### src/rtl/bsc_pkg.sv
// shared types and constants for the barometric compensation block
`timescale 1ns / 1ps
package bsc_pkg;

  typedef struct packed {
    logic        operation;
    logic [18:0] raw_sample;
  } bsc_in_t;

  typedef struct packed {
    logic        result_kind;
    logic [31:0] value;
    logic        divide_error;
  } bsc_out_t;

  localparam logic OpTemp  = 1'b0;
  localparam logic OpPress = 1'b1;

  localparam logic [1:0] RegTempCal  = 2'd0;
  localparam logic [1:0] RegPressA   = 2'd1;
  localparam logic [1:0] RegPressB   = 2'd2;
  localparam logic [1:0] RegOss      = 2'd3;

  // datapath micro-operations
  typedef enum logic [4:0] {
    UopT0, UopT1, UopT2, UopT3,
    UopP0, UopP1, UopP2, UopP3, UopP4, UopP5, UopP6, UopP7, UopP8,
    UopP9, UopP10, UopP11, UopP12, UopP13, UopP14, UopP15, UopP16
  } bsc_uop_e;

  typedef struct packed {
    logic     load;
    logic     exec;
    bsc_uop_e uop;
    logic     div_start;
  } bsc_cmd_t;

  typedef struct packed {
    logic div_busy;
    logic div_zero;
  } bsc_sts_t;

endpackage

### src/rtl/bsc_div.sv
// restoring unsigned 32-bit divider, one quotient bit per cycle
`timescale 1ns / 1ps
module bsc_div (
  input  logic        clk_i,
  input  logic        rst_ni,
  input  logic        start_i,
  input  logic [31:0] dividend_i,
  input  logic [31:0] divisor_i,
  output logic        busy_o,
  output logic [31:0] quot_o
);
  logic [31:0] quot_q, quot_d;
  logic [32:0] rem_q, rem_d;
  logic [31:0] dsr_q, dsr_d;
  logic [5:0]  cnt_q, cnt_d;
  logic [32:0] trial;

  assign trial = {rem_q[31:0], quot_q[31]};

  always_comb begin
    quot_d = quot_q;
    rem_d  = rem_q;
    dsr_d  = dsr_q;
    cnt_d  = cnt_q;
    if (start_i) begin
      quot_d = dividend_i;
      rem_d  = '0;
      dsr_d  = divisor_i;
      cnt_d  = 6'd32;
    end else if (cnt_q != '0) begin
      if (trial >= {1'b0, dsr_q}) begin
        rem_d  = trial - {1'b0, dsr_q};
        quot_d = {quot_q[30:0], 1'b1};
      end else begin
        rem_d  = trial;
        quot_d = {quot_q[30:0], 1'b0};
      end
      cnt_d = cnt_q - 6'd1;
    end
  end

  always_ff @(posedge clk_i or negedge rst_ni) begin
    if (!rst_ni) begin
      cnt_q <= '0;
    end else begin
      cnt_q <= cnt_d;
    end
  end

  always_ff @(posedge clk_i) begin
    quot_q <= quot_d;
    rem_q  <= rem_d;
    dsr_q  <= dsr_d;
  end

  assign busy_o = (cnt_q != '0);
  assign quot_o = quot_q;

endmodule

### src/rtl/bsc_datapath.sv
// compensation datapath: shared multiplier, accumulator registers and divider
`timescale 1ns / 1ps
module bsc_datapath (
  input  logic              clk_i,
  input  logic              rst_ni,
  input  bsc_pkg::bsc_cmd_t cmd_i,
  output bsc_pkg::bsc_sts_t sts_o,
  input  bsc_pkg::bsc_in_t  item_i,
  input  logic [63:0]       temp_cal_i,
  input  logic [47:0]       cal_a_i,
  input  logic [47:0]       cal_b_i,
  input  logic [1:0]        oss_i,
  output logic [31:0]       value_o,
  output logic              err_o
);
  import bsc_pkg::*;

  logic [18:0] raw_q;
  logic [31:0] b5_q, b5_d;
  logic [31:0] r0_q, r0_d, r1_q, r1_d, r2_q, r2_d, r3_q, r3_d;
  logic [31:0] mul_a, mul_b, prod;
  logic [31:0] val_q, val_d;
  logic        err_q, err_d;
  logic [31:0] div_n, div_dv, quot;
  logic        div_busy;
  logic        neg_q, neg_d;

  logic [31:0] ac5, ac6, mc, md, ac1, ac2, ac3, ac4, b1, b2, raw32;

  function automatic logic [31:0] sx(input logic [15:0] v);
    return {{16{v[15]}}, v};
  endfunction

  function automatic logic [31:0] asr(input logic [31:0] v, input logic [4:0] n);
    return 32'($signed(v) >>> n);
  endfunction

  assign ac5 = {16'd0, temp_cal_i[15:0]};
  assign ac6 = {16'd0, temp_cal_i[31:16]};
  assign mc  = sx(temp_cal_i[47:32]);
  assign md  = sx(temp_cal_i[63:48]);
  assign ac1 = sx(cal_a_i[15:0]);
  assign ac2 = sx(cal_a_i[31:16]);
  assign ac3 = sx(cal_a_i[47:32]);
  assign ac4 = {16'd0, cal_b_i[15:0]};
  assign b1  = sx(cal_b_i[31:16]);
  assign b2  = sx(cal_b_i[47:32]);
  assign raw32 = {13'd0, raw_q};

  // single shared 32x32 low-word multiplier
  assign prod = 32'(mul_a * mul_b);

  always_comb begin
    mul_a  = r0_q;
    mul_b  = r1_q;
    r0_d   = r0_q;
    r1_d   = r1_q;
    r2_d   = r2_q;
    r3_d   = r3_q;
    b5_d   = b5_q;
    val_d  = val_q;
    err_d  = err_q;
    neg_d  = neg_q;
    div_n  = r0_q;
    div_dv = r1_q;
    if (cmd_i.exec) begin
      case (cmd_i.uop)
        UopT0: begin
          mul_a = raw32 - ac6;
          mul_b = ac5;
          r0_d  = asr(prod, 5'd15);            // x1
          err_d = 1'b0;
        end
        UopT1: begin
          r1_d = r0_q + md;                     // den
          r2_d = mc << 11;
        end
        UopT2: begin
          // signed division by magnitudes
          neg_d = r2_q[31] ^ r1_q[31];
          div_n = r2_q[31] ? 32'(-r2_q) : r2_q;
          div_dv = r1_q[31] ? 32'(-r1_q) : r1_q;
          if (r1_q == '0) begin
            err_d = 1'b1;
            val_d = '0;
          end
        end
        UopT3: begin
          if (!err_q) begin
            b5_d  = r0_q + (neg_q ? 32'(-quot) : quot);
            val_d = asr(r0_q + (neg_q ? 32'(-quot) : quot) + 32'd8, 5'd4);
          end
        end
        UopP0: begin
          err_d = 1'b0;
          r0_d  = b5_q - 32'd4000;              // b6
          mul_a = b5_q - 32'd4000;
          mul_b = b5_q - 32'd4000;
          r1_d  = asr(prod, 5'd12);             // sq
        end
        UopP1: begin
          mul_a = b2;
          mul_b = r1_q;
          r2_d  = asr(prod, 5'd11);
        end
        UopP2: begin
          mul_a = ac2;
          mul_b = r0_q;
          r2_d  = r2_q + asr(prod, 5'd11);      // x3
        end
        UopP3: begin
          r2_d = asr(((ac1 << 2) + r2_q << oss_i) + 32'd2, 5'd2);  // b3
        end
        UopP4: begin
          mul_a = ac3;
          mul_b = r0_q;
          r3_d  = asr(prod, 5'd13);
        end
        UopP5: begin
          mul_a = b1;
          mul_b = r1_q;
          r3_d  = asr(r3_q + asr(prod, 5'd16) + 32'd2, 5'd2);
        end
        UopP6: begin
          mul_a = ac4;
          mul_b = r3_q + 32'd32768;
          r3_d  = prod >> 15;                   // b4
        end
        UopP7: begin
          mul_a = raw32 - r2_q;
          mul_b = 32'd50000 >> oss_i;
          r2_d  = prod;                         // b7
        end
        UopP8: begin
          neg_d  = r2_q[31];
          div_n  = r2_q[31] ? r2_q : (r2_q << 1);
          div_dv = r3_q;
          if (r3_q == '0) begin
            err_d = 1'b1;
            val_d = '0;
          end
        end
        UopP9: begin
          r0_d = neg_q ? (quot << 1) : quot;    // p
        end
        UopP10: begin
          mul_a = asr(r0_q, 5'd8);
          mul_b = asr(r0_q, 5'd8);
          r1_d  = prod;
        end
        UopP11: begin
          mul_a = r1_q;
          mul_b = 32'd3038;
          r1_d  = asr(prod, 5'd16);
        end
        UopP12: begin
          mul_a = 32'd7357;
          mul_b = r0_q;
          r2_d  = asr(32'd0 - prod, 5'd16);
        end
        UopP13: begin
          if (!err_q) begin
            val_d = r0_q + asr(r1_q + r2_q + 32'd3791, 5'd4);
          end
        end
        default: begin
        end
      endcase
    end
  end

  bsc_div u_div (
    .clk_i      (clk_i),
    .rst_ni     (rst_ni),
    .start_i    (cmd_i.div_start),
    .dividend_i (div_n),
    .divisor_i  (div_dv),
    .busy_o     (div_busy),
    .quot_o     (quot)
  );

  always_ff @(posedge clk_i or negedge rst_ni) begin
    if (!rst_ni) begin
      b5_q <= '0;
    end else begin
      b5_q <= b5_d;
    end
  end

  always_ff @(posedge clk_i) begin
    if (cmd_i.load) begin
      raw_q <= item_i.raw_sample;
    end
    r0_q  <= r0_d;
    r1_q  <= r1_d;
    r2_q  <= r2_d;
    r3_q  <= r3_d;
    val_q <= val_d;
    err_q <= err_d;
    neg_q <= neg_d;
  end

  assign sts_o.div_busy = div_busy;
  assign sts_o.div_zero = err_q;
  assign value_o = val_q;
  assign err_o   = err_q;

endmodule

### src/rtl/bsc_ctrl.sv
// sequencer stepping the datapath through the compensation micro-operations
`timescale 1ns / 1ps
module bsc_ctrl (
  input  logic              clk_i,
  input  logic              rst_ni,
  input  logic              in_valid_i,
  input  logic              op_i,
  output logic              in_ready_o,
  output logic              out_valid_o,
  input  logic              out_ready_i,
  output logic              kind_o,
  output bsc_pkg::bsc_cmd_t cmd_o,
  input  bsc_pkg::bsc_sts_t sts_i
);
  import bsc_pkg::*;

  typedef enum logic [2:0] {
    StIdle, StRun, StDivWait, StDone
  } state_e;

  state_e   state_q;
  bsc_uop_e uop_q;
  logic     kind_q;
  logic     out_valid_q;

  logic accept;
  assign accept = in_valid_i && in_ready_o;
  assign in_ready_o = (state_q == StIdle) && !out_valid_q;

  always_comb begin
    cmd_o.load      = accept;
    cmd_o.exec      = (state_q == StRun);
    cmd_o.uop       = uop_q;
    // divider starts in the cycle that presents its operands
    cmd_o.div_start = (state_q == StRun) && (uop_q inside {UopT2, UopP8});
  end

  always_ff @(posedge clk_i or negedge rst_ni) begin
    if (!rst_ni) begin
      state_q     <= StIdle;
      uop_q       <= UopT0;
      kind_q      <= OpTemp;
      out_valid_q <= 1'b0;
    end else begin
      if (out_valid_q && out_ready_i) begin
        out_valid_q <= 1'b0;
      end
      case (state_q)
        StIdle: begin
          if (accept) begin
            kind_q  <= op_i;
            uop_q   <= (op_i == OpPress) ? UopP0 : UopT0;
            state_q <= StRun;
          end
        end
        StRun: begin
          case (uop_q)
            UopT2, UopP8: begin
              state_q <= StDivWait;
            end
            UopT3, UopP13: state_q <= StDone;
            default: uop_q <= bsc_uop_e'(uop_q + 5'd1);
          endcase
        end
        StDivWait: begin
          if (!sts_i.div_busy) begin
            uop_q   <= bsc_uop_e'(uop_q + 5'd1);
            state_q <= StRun;
          end
        end
        StDone: begin
          out_valid_q <= 1'b1;
          state_q     <= StIdle;
        end
        default: state_q <= StIdle;
      endcase
    end
  end

  assign out_valid_o = out_valid_q;
  assign kind_o      = kind_q;

  a_one_item: assert property (@(posedge clk_i) disable iff (!rst_ni)
    (state_q != StIdle) |-> !in_ready_o) else $error("item accepted while busy");
  a_done_valid: assert property (@(posedge clk_i) disable iff (!rst_ni)
    (state_q == StDone) |=> out_valid_q) else $error("result not presented");
  a_div_wait: assert property (@(posedge clk_i) disable iff (!rst_ni)
    (state_q == StDivWait && sts_i.div_busy) |=> (state_q == StDivWait))
    else $error("left divide wait early");

endmodule

### src/rtl/barometric_sensor_compensation_top.sv
// top level of the barometric compensation block with its register port
`timescale 1ns / 1ps
// usage:
// - input channel in_valid_i/in_ready_o carries operation and raw_sample;
//   operation 0 compensates a temperature, 1 a pressure using the stored b5
// - output channel out_valid_o/out_ready_i returns result_kind, value and
//   divide_error, one result per input transaction
// - calibration words and oversampling are written through the apb port while
//   idle: temperature_cal at 0x0, pressure_cal_a at 0x8, pressure_cal_b at 0x10,
//   oversampling at 0x18
// - one item at a time: the result is offered once the micro-operation sequence
//   over the shared multiplier and the restoring divider has run; a pressure
//   runs more micro-operations than a temperature
// - the next item is taken the cycle after the previous result has been taken;
//   a stalled receiver holds the result steady and the input stays not ready
// - reset clears the calibration, stored b5 and sets oversampling to 3
module barometric_sensor_compensation_top (
  input  logic              clk_i,
  input  logic              rst_ni,
  input  logic              in_valid_i,
  output logic              in_ready_o,
  input  bsc_pkg::bsc_in_t  in_data_i,
  output logic              out_valid_o,
  input  logic              out_ready_i,
  output bsc_pkg::bsc_out_t out_data_o,
  input  logic              psel,
  input  logic              penable,
  input  logic              pwrite,
  input  logic [4:0]        paddr,
  input  logic [63:0]       pwdata,
  output logic [63:0]       prdata,
  output logic              pready
);
  import bsc_pkg::*;

  logic [63:0] tcal_q;
  logic [47:0] cal_a_q, cal_b_q;
  logic [1:0]  oss_q;
  bsc_cmd_t    cmd;
  bsc_sts_t    sts;
  logic [31:0] value;
  logic        err;
  logic        kind;
  logic [1:0]  reg_idx;

  assign pready  = 1'b1;
  assign reg_idx = paddr[4:3];

  always_ff @(posedge clk_i or negedge rst_ni) begin
    if (!rst_ni) begin
      tcal_q  <= '0;
      cal_a_q <= '0;
      cal_b_q <= '0;
      oss_q   <= 2'd3;
    end else if (psel && penable && pwrite) begin
      case (reg_idx)
        RegTempCal: tcal_q  <= pwdata;
        RegPressA:  cal_a_q <= pwdata[47:0];
        RegPressB:  cal_b_q <= pwdata[47:0];
        RegOss:     oss_q   <= pwdata[1:0];
        default: begin
        end
      endcase
    end
  end

  always_comb begin
    case (reg_idx)
      RegTempCal: prdata = tcal_q;
      RegPressA:  prdata = {16'd0, cal_a_q};
      RegPressB:  prdata = {16'd0, cal_b_q};
      RegOss:     prdata = {62'd0, oss_q};
      default:    prdata = '0;
    endcase
  end

  bsc_ctrl u_ctrl (
    .clk_i       (clk_i),
    .rst_ni      (rst_ni),
    .in_valid_i  (in_valid_i),
    .op_i        (in_data_i.operation),
    .in_ready_o  (in_ready_o),
    .out_valid_o (out_valid_o),
    .out_ready_i (out_ready_i),
    .kind_o      (kind),
    .cmd_o       (cmd),
    .sts_i       (sts)
  );

  bsc_datapath u_dp (
    .clk_i      (clk_i),
    .rst_ni     (rst_ni),
    .cmd_i      (cmd),
    .sts_o      (sts),
    .item_i     (in_data_i),
    .temp_cal_i (tcal_q),
    .cal_a_i    (cal_a_q),
    .cal_b_i    (cal_b_q),
    .oss_i      (oss_q),
    .value_o    (value),
    .err_o      (err)
  );

  assign out_data_o.result_kind  = kind;
  assign out_data_o.value        = value;
  assign out_data_o.divide_error = err;

endmodule

### config.mk
export PLATFORM = sky130hd
export DESIGN_NAME = barometric_sensor_compensation_top
export DESIGN_NICKNAME = d
export VERILOG_FILES = /design/src/rtl/bsc_pkg.sv /design/src/rtl/bsc_div.sv /design/src/rtl/bsc_datapath.sv /design/src/rtl/bsc_ctrl.sv /design/src/rtl/barometric_sensor_compensation_top.sv
export SDC_FILE = /design/constraint.sdc
export NUM_CORES = 2
export LEC_CHECK = 0
export BUFFER_PORTS_ARGS = -buffer_cell sky130_fd_sc_hd__buf_2
export CAP_MARGIN = 20
export CORE_ASPECT_RATIO = 2
export CORE_MARGIN = 1
export CORE_UTILIZATION = 55
export CTS_BUF_LIST = sky130_fd_sc_hd__clkbuf_2 sky130_fd_sc_hd__clkbuf_4 sky130_fd_sc_hd__clkbuf_8
export CTS_CLUSTER_SIZE = 10
export DETAILED_ROUTE_END_ITERATION = 10
export GPL_ROUTABILITY_DRIVEN = 0
export MAX_ROUTING_LAYER = met4
export PLACE_DENSITY = 0.82
export SLEW_MARGIN = 20
export SYNTH_ARGS = -nofsm -noshare
export SYNTH_HDL_FRONTEND = slang
export SYNTH_SLANG_ARGS = --single-unit
export TNS_END_PERCENT = 1
### constraint.sdc
create_clock -name clk_i -period 18.76 [get_ports clk_i]
set_input_delay 3.752 -clock clk_i [delete_from_list [all_inputs] [get_ports clk_i]]
set_output_delay 3.752 -clock clk_i [all_outputs]
set_load 0.005 [all_outputs]
==> out/results.ini, run 1 <==
[global_routing]
grt_first_pass_wirelength_mm = 420
overflow = 6
grt_max_degree = 85
grt_usage = 0.562
first_global_vias = 61600

[synth]
synth_edf_count = 243
synth.ff_latch_count = 484
synth_cell_types = 100
synth_area_per_cell_um2 = 8.63
synthesis.area_um2 = 59300
synth_top_flop_cell = edfxtp_1
seq_area_frac_synth = 0.222
syn_inst = 6872
async_flop_share = 0.432
yosys_warnings = 0
postSynthNetCount = 7872

[place]
dp.final_hpwl_mm = 188
port_buffers = 192

[clocking]
cts_made_buffers = 72
cts_root_buf = clkbuf_8
cts_max_level = 3
cts_resized = 0
ctsHoldBuffers = 0
cts.sinks = 484
post_cts_buffers = 0
cts_buffer_depth = 3

[floorplan]
rows = 170
die_y_um = 466
die_w_um = 234
start_util = 0.554
io_pins = 197

[status]
toolErrorMsg = [ERROR GRT-0116] Global routing finished with congestion. Check the congestion regions in the DRC Viewer.
stop_stage = global routing
status = aborted with a tool error

kinds of logic after synthesis:
| kind of cell | Yosys count | synth area share |
|---|---|---|
| XOR/XNOR | 441 | 0.0668 |
| buffers and inverters | 1046 | 0.0668 |
| adder cells (fa/ha/maj) | 904 | 0.244 |
| AO/OA/AOI/OAI | 1693 | 0.187 |
| AND/OR/NAND/NOR | 2003 | 0.158 |
| flip-flops | 484 | 0.222 |
| multiplexers | 300 | 0.0557 |
| other | 1 | 0.0000633 |
synth_stat cells (all sizes together) (52+ instances only):
cell	count	area share
xnor2	294	0.043
mux2	197	0.037
a22oi	74	0.0094
o21ai	404	0.034
a21oi	404	0.034
or3	52	0.0055
xor2	140	0.021
nand3	119	0.010
inv	693	0.044
a31oi	63	0.0066
nand2b	129	0.014
nand2	643	0.041
nor2	579	0.037
nor2b	65	0.0070
nor3	130	0.011
o22ai	63	0.0068
edfxtp	243	0.12
fa	417	0.14
clkbuf	304	0.019
dfrtp	207	0.087
ha	487	0.10
a21o	128	0.016
o21a	52	0.0066
mux2i	100	0.017
metrics by stage:
step           instances  setup slack [ps]  utilization  instance area (µm²)
4_1_cts             8393              2920        0.597                63800
3_5_place_dp        8262              3070        0.582                62200
3_3_place_gp        8262              3220        0.582                62200
2_1_floorplan       6872              4570            -                59300
metal layers:
metal  global-route usage  GRT overflow
met3                0.363             0
met1                0.517             0
met5                    -             -
met2                0.760             3
met4                0.554             3
==> inputs of run 2 (changes only) <==
--- a/config.mk
+++ b/config.mk
@@ -7,15 +7,11 @@
 export LEC_CHECK = 0
 export BUFFER_PORTS_ARGS = -buffer_cell sky130_fd_sc_hd__buf_2
 export CAP_MARGIN = 20
-export CORE_ASPECT_RATIO = 2
 export CORE_MARGIN = 1
-export CORE_UTILIZATION = 55
-export CTS_BUF_LIST = sky130_fd_sc_hd__clkbuf_2 sky130_fd_sc_hd__clkbuf_4 sky130_fd_sc_hd__clkbuf_8
-export CTS_CLUSTER_SIZE = 10
+export CORE_UTILIZATION = 40
 export DETAILED_ROUTE_END_ITERATION = 10
 export GPL_ROUTABILITY_DRIVEN = 0
-export MAX_ROUTING_LAYER = met4
-export PLACE_DENSITY = 0.82
+export PLACE_DENSITY_LB_ADDON = 0.15
 export SLEW_MARGIN = 20
 export SYNTH_ARGS = -nofsm -noshare
 export SYNTH_HDL_FRONTEND = slang
==> run 2 against run 1 <==
  * Synthesized cell count unchanged
  * The run now ends clean
  * Area after synthesis unchanged
==> out/results.ini, run 2 <==
[status]
status = complete, no violations

[route]
drt_iter0_markers = 6333
vias_per_cell = 6.14
ant_nets = 0
routed_wl_mm = 244
vias = 54700
wl_per_cell_um = 27.3
drt_pass1_iterations = 11
drc_errors = 0

[flow_run]
cap_violations = 0

[worst_hold_path]
min_from = u_dp.u_div.rem_q[1]
holdPathStages = 2
hold_end = u_dp.u_div.rem_q[1]
hp-class = flop to flop

[synth]
synth_top_flop_cell = edfxtp_1
synth_top_cell_area_share = 0.141
synth_most_common_cell = inv_1
synth_edf_count = 243
yosys_warnings = 0
postSynthNetCount = 7872
synth.ff_latch_count = 484
synthTopCellsByArea = fa_1, edfxtp_1, ha_1, dfrtp_1, inv_1
seq_area_frac_synth = 0.222
synthesis.area_um2 = 59300
async_flop_share = 0.432
synth_common_cells = inv_1, nand2_1, nor2_1
synth_cell_types = 100
yosysTopAreaCell = fa_1
syn_inst = 6872
synth_area_per_cell_um2 = 8.63

[clocking]
cts_buffer_depth = 3
cts_tree = built
post_cts_buffers = 0
cts_root_buf = clkbuf_16
cts_resized = 0
cts_made_buffers = 57
clk_latency_ps = 740
path_clk_slew_ps = 70
cts_max_level = 2
ctsHoldBuffers = 0
cts.sinks = 484

[floorplan]
coreArea_um2 = 146000
die_y_um = 387
io_pins = 197
die_w_um = 387
rows = 140
dieArea_um2 = 150000
start_util = 0.405

[critical_path]
critical_path_class = flop to flop
critPathRequiredTime_ps = 19200
regToRegStartpoint = u_dp.r2_q[1]
regToRegEndpoint = u_dp.r3_q[28]
rr_worst_depth = 46
max_stage_delay_ps = 800
r2r_setup_slack_ps = 2770
endpoint_kind = flop
slowest_stage = xnor3_2
cpMostUsedCell = fa_1
cp.arrival_ps = 16430
cp_max_fo = 20
critPathLaunchType = flop

[finish]
nNetsFinal = 7943
largestRegisters = tcal_q (64), cal_a_q (48), cal_b_q (48)
areaGrowthSynthToFinish_pct = 9.70
largest-register = tcal_q
final_cells = 8922
fill_cells = 14500
final_common_cell = inv_1
most-common-layout-cells = inv_1, nand2_1, nor2_1, ha_1, fa_1
layout-drive-gt1-share = 0.113
largest_reg_flops = 64

[sta]
rsz0062_at_grt = false
skew_ps = 84.9
finalHoldViolCount = 0
setup_viol = 0
finalCriticalPeriod_ps = 15990
worst_pin_slew_ps = 1380
drv_slew = 0
period_share = 0.852
fin_tns_setup_ps = 0
fmax_ghz = 0.0625
relSlewSlack = 0.0712

[global_routing]
grt_usage = 0.317
overflow = 0
first_global_vias = 52400
antenna_found_initial = 16
grt_max_degree = 86
grt_first_pass_wirelength_mm = 354

[place]
port_buffers = 192
placedCellCount = 8801
dp.final_hpwl_mm = 189

[run 2: per-layer routing]
metal  vias up  wire (µm)  global-route usage
met4        12      15600               0.168
met2      2903     104000               0.478
met1     26800      97700               0.413
li1      24300          -                   -
met5         -        152                   0
met3       749      26400              0.0862
[run 2: kinds of logic after synthesis]
group | Yosys count | synth area share
and+or+nand+nor | 2003 | 0.158
DFF | 484 | 0.222
xor gates and xnor gates | 441 | 0.0668
muxes | 300 | 0.0557
AOI/OAI and AO/OA | 1693 | 0.187
adders and majority gates | 904 | 0.244
buffers and inverters | 1046 | 0.0668
other | 1 | 0.0000633
[run 2: worst max path at each step]
stage,cells after the start,endpoint,startpoint
6_report,46,u_dp.r3_q[28],u_dp.r2_q[1]
5_1_grt,46,u_dp.r3_q[28],u_dp.r2_q[1]
4_1_cts,46,u_dp.r3_q[28],u_dp.r2_q[1]
3_5_place_dp,46,u_dp.r3_q[28],u_dp.r2_q[1]
3_3_place_gp,46,u_dp.r3_q[28],u_dp.r2_q[1]
2_1_floorplan,55,u_dp.r3_q[28],u_ctrl.uop_q[2]
[run 2: worst max-delay path: cells and delay by family (launching register included)]
kind | cells | cell delay, ps
fa+ha+maj | 12 | 5620
compound gates | 17 | 4930
simple gates | 6 | 1650
xor+xnor | 3 | 1390
buf+inv | 7 | 1110
flops | 1 | 790
mux | 1 | 190
[run 2: final cells by class]
class,count,area (µm²),share of cell area
inverters,695,2610,0.0401
diodes,14,35.0,0.000539
well taps,1917,2400,0.0369
flip-flops and latches,484,13200,0.203
repair buffers,363,2260,0.0347
clock inverters,31,394,0.00606
multi-input cells,5342,42500,0.654
clock buffers,76,1620,0.0250
[run 2: stage by stage]
stage          setup slack [ps]  hold slack, ps   util  cell area, µm²
2_1_floorplan              4570             449      -           59300
3_3_place_gp               2940             473  0.430           63000
3_5_place_dp               2910             478  0.430           63000
4_1_cts                    2790             483  0.444           65000
5_1_grt                    2330             504  0.444           65000
6_report                   2770             480  0.444           65000
Power of run 2 is left out: the tool's default activity adds up to more than one toggle a clock period on the data nets, which glitch-free logic cannot reach.
